**src/hw/rtl/assert_macros.svh**
```systemverilog
// Assertion helpers. Both sample on clk_i and are disabled while rst_ni is low.
`ifndef ASSERT_MACROS_SVH
`define ASSERT_MACROS_SVH

// The condition holds at every clock edge.
`define ASSERT_ALWAYS(lbl, cond) \
  lbl: assert property (@(posedge clk_i) disable iff (!rst_ni) (cond)) \
    else $error("assertion failed");

// Whenever the trigger holds, the condition holds in the same cycle.
`define ASSERT_IMPL(lbl, trig, cond) \
  lbl: assert property (@(posedge clk_i) disable iff (!rst_ni) (trig) |-> (cond)) \
    else $error("assertion failed");

`endif

```
**src/hw/rtl/ffca_pkg.sv**
```systemverilog
`timescale 1ns / 1ps
`default_nettype none
package ffca_pkg;

  localparam int unsigned FREE_SLOTS_DEF = 64;
  localparam int unsigned PAGE_BYTES_DEF = 4096;
  localparam int unsigned HDR_BYTES      = 8;
  localparam int unsigned SPLIT_MIN      = 16;

  localparam logic OP_ALLOC = 1'b0;
  localparam logic OP_FREE  = 1'b1;

  localparam logic [1:0] ST_OK   = 2'd0;
  localparam logic [1:0] ST_FULL = 2'd1;
  localparam logic [1:0] ST_EXH  = 2'd2;

  typedef enum logic [3:0] {
    CMD_NONE,
    CMD_LOAD,
    CMD_BIG,
    CMD_RD_IDX,
    CMD_NEXT,
    CMD_FIT_TAKE,
    CMD_FRESH1,
    CMD_SPLIT,
    CMD_RM_RD,
    CMD_RM_WR,
    CMD_RM_END,
    CMD_MERGE,
    CMD_FULL,
    CMD_SH_INIT,
    CMD_SH_RD,
    CMD_SH_WR
  } cmd_e;

  // The final write of an insert has its own strobe so the enum stays four bits.
  typedef struct packed {
    cmd_e cmd;
    logic put;
  } dp_cmd_t;

  typedef struct packed {
    logic is_alloc;
    logic is_small;
    logic idx_end;
    logic fit_hit;
    logic m_below;
    logic m_above;
    logic a_lt;
    logic full;
    logic rm_more;
    logic sh_more;
    logic split;
    logic fresh_ok;
  } dp_stat_t;

endpackage
`default_nettype wire

```
**src/hw/rtl/ffca_ctrl.sv**
```systemverilog
`timescale 1ns / 1ps
`default_nettype none
module ffca_ctrl import ffca_pkg::*; (
  input  wire logic     clk_i,
  input  wire logic     rst_ni,
  input  wire logic     start,
  output logic          busy,
  output logic          done_o,
  input  wire dp_stat_t stat_i,
  output dp_cmd_t       cmd_o
);
  localparam logic [3:0] S_IDLE    = 4'd0;
  localparam logic [3:0] S_DISP    = 4'd1;
  localparam logic [3:0] S_FIT_RD  = 4'd2;
  localparam logic [3:0] S_FIT_CHK = 4'd3;
  localparam logic [3:0] S_FRESH   = 4'd4;
  localparam logic [3:0] S_RM_RD   = 4'd5;
  localparam logic [3:0] S_RM_WR   = 4'd6;
  localparam logic [3:0] S_SPLIT   = 4'd7;
  localparam logic [3:0] S_INS_RD  = 4'd8;
  localparam logic [3:0] S_INS_CHK = 4'd9;
  localparam logic [3:0] S_INS_END = 4'd10;
  localparam logic [3:0] S_SH_RD   = 4'd11;
  localparam logic [3:0] S_SH_WR   = 4'd12;
  localparam logic [3:0] S_DONE    = 4'd13;

  logic [3:0] state_q, state_d;
  logic       ins_q, ins_d;  // a removal belongs to an insert rather than a fit

  always_comb begin
    state_d   = state_q;
    ins_d     = ins_q;
    cmd_o.cmd = CMD_NONE;
    cmd_o.put = 1'b0;
    unique case (state_q)
      S_IDLE: begin
        if (start) begin
          cmd_o.cmd = CMD_LOAD;
          state_d   = S_DISP;
        end
      end
      S_DISP: begin
        ins_d = !stat_i.is_alloc;
        if (!stat_i.is_small) begin
          cmd_o.cmd = CMD_BIG;
          state_d   = S_DONE;
        end else if (stat_i.is_alloc) begin
          state_d = S_FIT_RD;
        end else begin
          state_d = S_INS_RD;
        end
      end
      S_FIT_RD: begin
        if (stat_i.idx_end) begin
          state_d = S_FRESH;
        end else begin
          cmd_o.cmd = CMD_RD_IDX;
          state_d   = S_FIT_CHK;
        end
      end
      S_FIT_CHK: begin
        if (stat_i.fit_hit) begin
          cmd_o.cmd = CMD_FIT_TAKE;
          state_d   = S_RM_RD;
        end else begin
          cmd_o.cmd = CMD_NEXT;
          state_d   = S_FIT_RD;
        end
      end
      S_FRESH: begin
        cmd_o.cmd = CMD_FRESH1;
        state_d   = stat_i.fresh_ok ? S_SPLIT : S_DONE;
      end
      S_RM_RD: begin
        if (stat_i.rm_more) begin
          cmd_o.cmd = CMD_RM_RD;
          state_d   = S_RM_WR;
        end else begin
          cmd_o.cmd = CMD_RM_END;
          state_d   = ins_q ? S_INS_RD : S_SPLIT;
        end
      end
      S_RM_WR: begin
        cmd_o.cmd = CMD_RM_WR;
        state_d   = S_RM_RD;
      end
      S_SPLIT: begin
        cmd_o.cmd = CMD_SPLIT;
        ins_d     = 1'b1;
        state_d   = stat_i.split ? S_INS_RD : S_DONE;
      end
      S_INS_RD: begin
        if (stat_i.idx_end) begin
          state_d = S_INS_END;
        end else begin
          cmd_o.cmd = CMD_RD_IDX;
          state_d   = S_INS_CHK;
        end
      end
      S_INS_CHK: begin
        if (stat_i.m_below || stat_i.m_above) begin
          cmd_o.cmd = CMD_MERGE;
          state_d   = S_RM_RD;
        end else if (stat_i.a_lt) begin
          state_d = S_INS_END;
        end else begin
          cmd_o.cmd = CMD_NEXT;
          state_d   = S_INS_RD;
        end
      end
      S_INS_END: begin
        if (stat_i.full) begin
          cmd_o.cmd = CMD_FULL;
          state_d   = S_DONE;
        end else begin
          cmd_o.cmd = CMD_SH_INIT;
          state_d   = S_SH_RD;
        end
      end
      S_SH_RD: begin
        if (stat_i.sh_more) begin
          cmd_o.cmd = CMD_SH_RD;
          state_d   = S_SH_WR;
        end else begin
          cmd_o.put = 1'b1;
          state_d   = S_DONE;
        end
      end
      S_SH_WR: begin
        cmd_o.cmd = CMD_SH_WR;
        state_d   = S_SH_RD;
      end
      S_DONE:  state_d = S_IDLE;
      default: state_d = S_IDLE;
    endcase
  end

  always_ff @(posedge clk_i or negedge rst_ni) begin
    if (!rst_ni) begin
      state_q <= S_IDLE;
      ins_q   <= 1'b0;
    end else begin
      state_q <= state_d;
      ins_q   <= ins_d;
    end
  end

  assign busy   = (state_q != S_IDLE);
  assign done_o = (state_q == S_DONE);
endmodule
`default_nettype wire
```
**config.mk**
```make
export PLATFORM = sky130hd
export DESIGN_NAME = ffca_ctrl
export DESIGN_NICKNAME = d
export VERILOG_FILES = /design/src/hw/rtl/assert_macros.svh /design/src/hw/rtl/ffca_pkg.sv /design/src/hw/rtl/ffca_ctrl.sv
export SDC_FILE = /design/constraint.sdc
export NUM_CORES = 1
export LEC_CHECK = 0
export ABC_AREA = 1
export ABC_CLOCK_PERIOD_IN_PS = 1400
export BUFFER_PORTS_ARGS = -buffer_cell sky130_fd_sc_hd__buf_2
export CORE_AREA = 2 2 39 41
export CTS_BUF_LIST = sky130_fd_sc_hd__clkbuf_4 sky130_fd_sc_hd__clkbuf_8
export CTS_CLUSTER_DIAMETER = 60
export DETAILED_ROUTE_END_ITERATION = 16
export DIE_AREA = 0 0 41 43
export MAX_ROUTING_LAYER = met4
export PLACE_DENSITY_LB_ADDON = 0.25
export SYNTH_ARGS = -nofsm -noshare
export SYNTH_HDL_FRONTEND = slang
export SYNTH_SLANG_ARGS = --single-unit
```
**constraint.sdc**
```tcl
create_clock -name clk_i -period 1.4 [get_ports clk_i]
set_input_delay 0.14 -clock clk_i [delete_from_list [all_inputs] [get_ports clk_i]]
set_output_delay 0.14 -clock clk_i [all_outputs]
set_load 0.05 [all_outputs]
```
=== After elaboration in Yosys (flattened, before gate mapping) ===
Index checks and enable logic that the tools add are counted.
Widths: inputs -> output; s select.

* Equality and inequality tests: 14
* Muxes and demuxes: 28
* Reduce and logical (&&, ||, !) cells: 6

{| class="wikitable"
|+ Operators with widths
! cell !! number
|-
| $pmux 4 s13 || 1
|-
| $pmux 4 s12 || 1
|-
| $mux 4 || 9
|-
| $eq 4x4->1 const B || 6
|-
| $eq 4x3->1 const B || 4
|-
| $mux 3 || 5
|-
| $mux 2 || 5
|-
| $eq 4x2->1 const B || 2
|-
| $mux 1 || 6
|-
| $eq 4x1->1 const B || 1
|-
| $logic_not 4->1 || 1
|-
| $reduce_bool 4->1 || 1
|-
| $ne 2x2->1 const B || 1
|-
| $pmux 1 s2 || 1
|-
| $reduce_bool 2->1 || 1
|-
| $reduce_or 2->1 || 1
|-
| $logic_not 1->1 || 1
|-
| $logic_or 1x1->1 || 1
|}

* Register bits: 5
* Bits of input ports: 15
* Output and inout port bits: 7
* Logic and storage cells: 50

=== Logic depth before layout (Yosys ltp) ===
* Depth in word-level cells: 3
* Mapped depth: 8
* Depth with buffers taken out: 8

=== Worst setup path before layout ===
OpenSTA, ideal clock, no wires.

* Path type: reg-to-output
* Start: register state_q[2]
* End: output cmd_o[1] in the netlist's numbering
* Arrival time: 1767 ps
* Data required time: 1260 ps
* Path slack: -507 ps
* Stages on the path, launching flop included: 6
* Buffers on the path: 0
* Cells stage by stage: dfrtp_1 -> nor2_1 -> nand2_1 -> o211ai_1 -> nor2_1 -> nand2_1

{| class="wikitable"
|+ RTL lines
! item !! line !! RTL
|-
| start, declared || ffca_ctrl.sv:27 || <nowiki>logic [3:0] state_q, state_d;</nowiki>
|-
| start signal, assigned || ffca_ctrl.sv:143 || <nowiki>state_q <= state_d;</nowiki>
|-
| end, declared || ffca_ctrl.sv:10 || <nowiki>output dp_cmd_t cmd_o</nowiki>
|}

==> results.cfg <==
[status]
status = finished, violations left
violations = setup timing

[floorplanning]
die_h_um = 43
dieArea_sq_um = 1763
coreArea_sq_um = 1384
die_w_um = 41
initial_core_util_pct = 43.85
rows = 14
ios = 22

[critical_path]
critPathSlowestCell = dfrtp_2
cp-endpoint = cmd_o[2]
cp_num_cells = 6
path_class = register to output pin
slowest_delay_ns = 0.45
r2r_slack_ns = -0.03
critPathArrivalTime_ns = 1.59
worst_setup_path_end_kind = output pin
required_ns = 1.26
cp_max_fo = 5
start_kind = register
critPathTopFamily = simple AND/OR/NAND/NOR gates
r2r_end = state_q[0]
worst_r2r_path_depth = 9
crit_chain = buf_4 > nor2_4 > nand3_2 > and3_4 > nand4_1 > buf_6
rr_startpoint = state_q[2]
path_buf_inv = 2
crit_start = state_q[2]

[placement]
place_hpwl_um = 1755
portBuffers = 21
post_dp_cell_area_sq_um = 934.6
gp_congestion = 0.8896

[cells_and_area]
syn2layout_area_growth_pct = 94.84
fin_nets = 181
layout-drive-gt1-share_pct = 55.76
num_antenna_cells = 0
fin_area_sq_um = 1182

[sta]
post-route-period-util_pct = 123.9
setup_tns_ns = -1.512
max_slew_margin_pct = 83.80
min_period_ns = 1.734
rsz0062_at_grt = true
setup_viol = 8
worst_pin_slew_ns = 0.2425
clock_skew_ns = 0.008533
slew_violations = 0
max_freq_ghz = 0.5766
setup_slack_ns = -0.3342
hold_viol_final = 0

[min_path]
hold_depth = 2
min_path_type = input pin to register

[routing]
drcViolationCount = 0
avgRoutedWirePerCell_um = 15.01
num_vias = 995
postRouteAntennaNets = 0
firstDrtPassIters = 4
routed_wl_um = 2716
drt_iter0_markers = 30
via_per_inst = 5.497

[clock_network]
tritoncts_num_sinks = 5
cts-root-buf = clkbuf_4
path_clk_slew_ns = 0.05
cts_htree_levels = 1
clock_latency_ns = 0.24
cts_buffers = 3
clk_path_buf_depth = 2
cts_tree = built

[grt]
grt_antenna_before_repair = 0
grt-busiest-layer = met2
met3_usage_pct = 3.665
grt_pass1_wl_um = 3608
gr-total-overflow = 0
grt_pass1_vias = 902
grt_max_degree = 8
track_usage_pct = 30.06
use_met1_pct = 34.20
grtUsageMet2_pct = 53.44

[synth]
synth_seq_area_share_pct = 20.62
synth_nets = 128
synthCells = 113
netlist_area_sq_um = 606.8
synth_warnings = 0
ys_seq_elements = 5
synth.distinct_cells = 16
avgSynthCellArea_sq_um = 5.370

[run]
max-cap-violations = 0

[power_and_ir_drop]
ir_drop_mv = 1.619
power_leakage_nw = 0.6611
p_per_area_nw_per_um2 = 2680
finalPower_w = 0.003169
-- how the worst min path moves through the flow --
| stage | from | to | slack (ns) |
|---|---|---|---|
| after floorplan | rst_ni | ins_q | -0.16 |
| after global placement | rst_ni | ins_q | -0.05 |
| after detailed placement | rst_ni | ins_q | -0.04 |
| after CTS | stat_i[11] | ins_q | 0.15 |
| after global routing | stat_i[11] | ins_q | 0.17 |
| final | stat_i[11] | ins_q | 0.14 |
-- what timing repair did --
action | 4_1_cts | 5_1_grt
pin swaps | 8 | 9
setup buffers | 6 | 5
gates resized for setup | 32 | 19
hold buffers | 1 | 0
setup endpoints to repair | 8 | 11
endpoints found under the hold margin | 5 | 0
-- flip-flops by register name, summed over array words and instances, names as in the netlist --
name and cells:
state_q 4, ins_q 1
-- layer usage --
metal  routed length (um)  vias to the layer above
met3                  177                       14
met2                 1354                       52
met5                    0                        -
li1                     -                      464
met4                  117                        0
met1                 1066                      465
-- synthesized netlist by cell type (all sizes together) --
cell,instances,area [sq um]
and3,2,12.51
nand4,2,12.51
nand3,20,100.1
dfrtp,5,125.1
or2,1,6.260
nor2,17,78.82
a21oi,2,10.01
inv,23,86.33
o21ai,4,20.01
a211oi,1,7.510
nand2,32,120.1
nor3,1,5.000
o211ai,3,22.52
-- cells by family (layout without fill, tap and decap cells) --
logic type             after synthesis  count (layout)  share of synthesized area [%]
DFF                                  5               5                          20.62
and+or+nand+nor                     75              75                          55.26
buffers and inverters               23              75                          14.23
AOI/OAI and AO/OA                   10              10                          9.896
-- per-stage QoR --
step           utilization, %  hold slack [ns]  std cells  setup slack, ns
2_1_floorplan               -          -0.1556        113         -0.09156
3_3_place_gp            67.54         -0.04618        170          -0.1557
3_5_place_dp            67.54         -0.04189        170          -0.1799
4_1_cts                 80.02           0.1453        179          -0.2366
5_1_grt                 85.44           0.1682        181          -0.3809
6_report                85.44           0.1450        181          -0.3342
-- cells in the final DEF (no fill, tap or decap), types with 2 or more instances in the layout --
master     n
nor2_1    10
o21ai_1    2
nand2_1   23
o211ai_1   3
buf_6      7
buf_2     14
nand3_2    8
nand2_2    9
nor2_4     6
clkbuf_4   4
nand4_1    2
dfrtp_2    4
inv_1     15
buf_8      4
nand3_1   12
inv_2      8
buf_4     21
-- cell type report --
cell class	count	area [sq um]
Clock buffer	4	30.03
Fill cell	91	201.4
Inverter	23	86.33
Multi-Input combinational cell	85	519.2
Sequential cell	5	130.1
Tap cell	16	20.02
Timing Repair Buffer	48	396.6
-- power by group --
group | internal, W | switching (W)
logic | 0.00111 | 0.00151
clock network | 0.000127 | 0.0000618
registers | 0.000234 | 0.000129
total | 0.00147 | 0.00170
(Power assumes the default switching activity.)
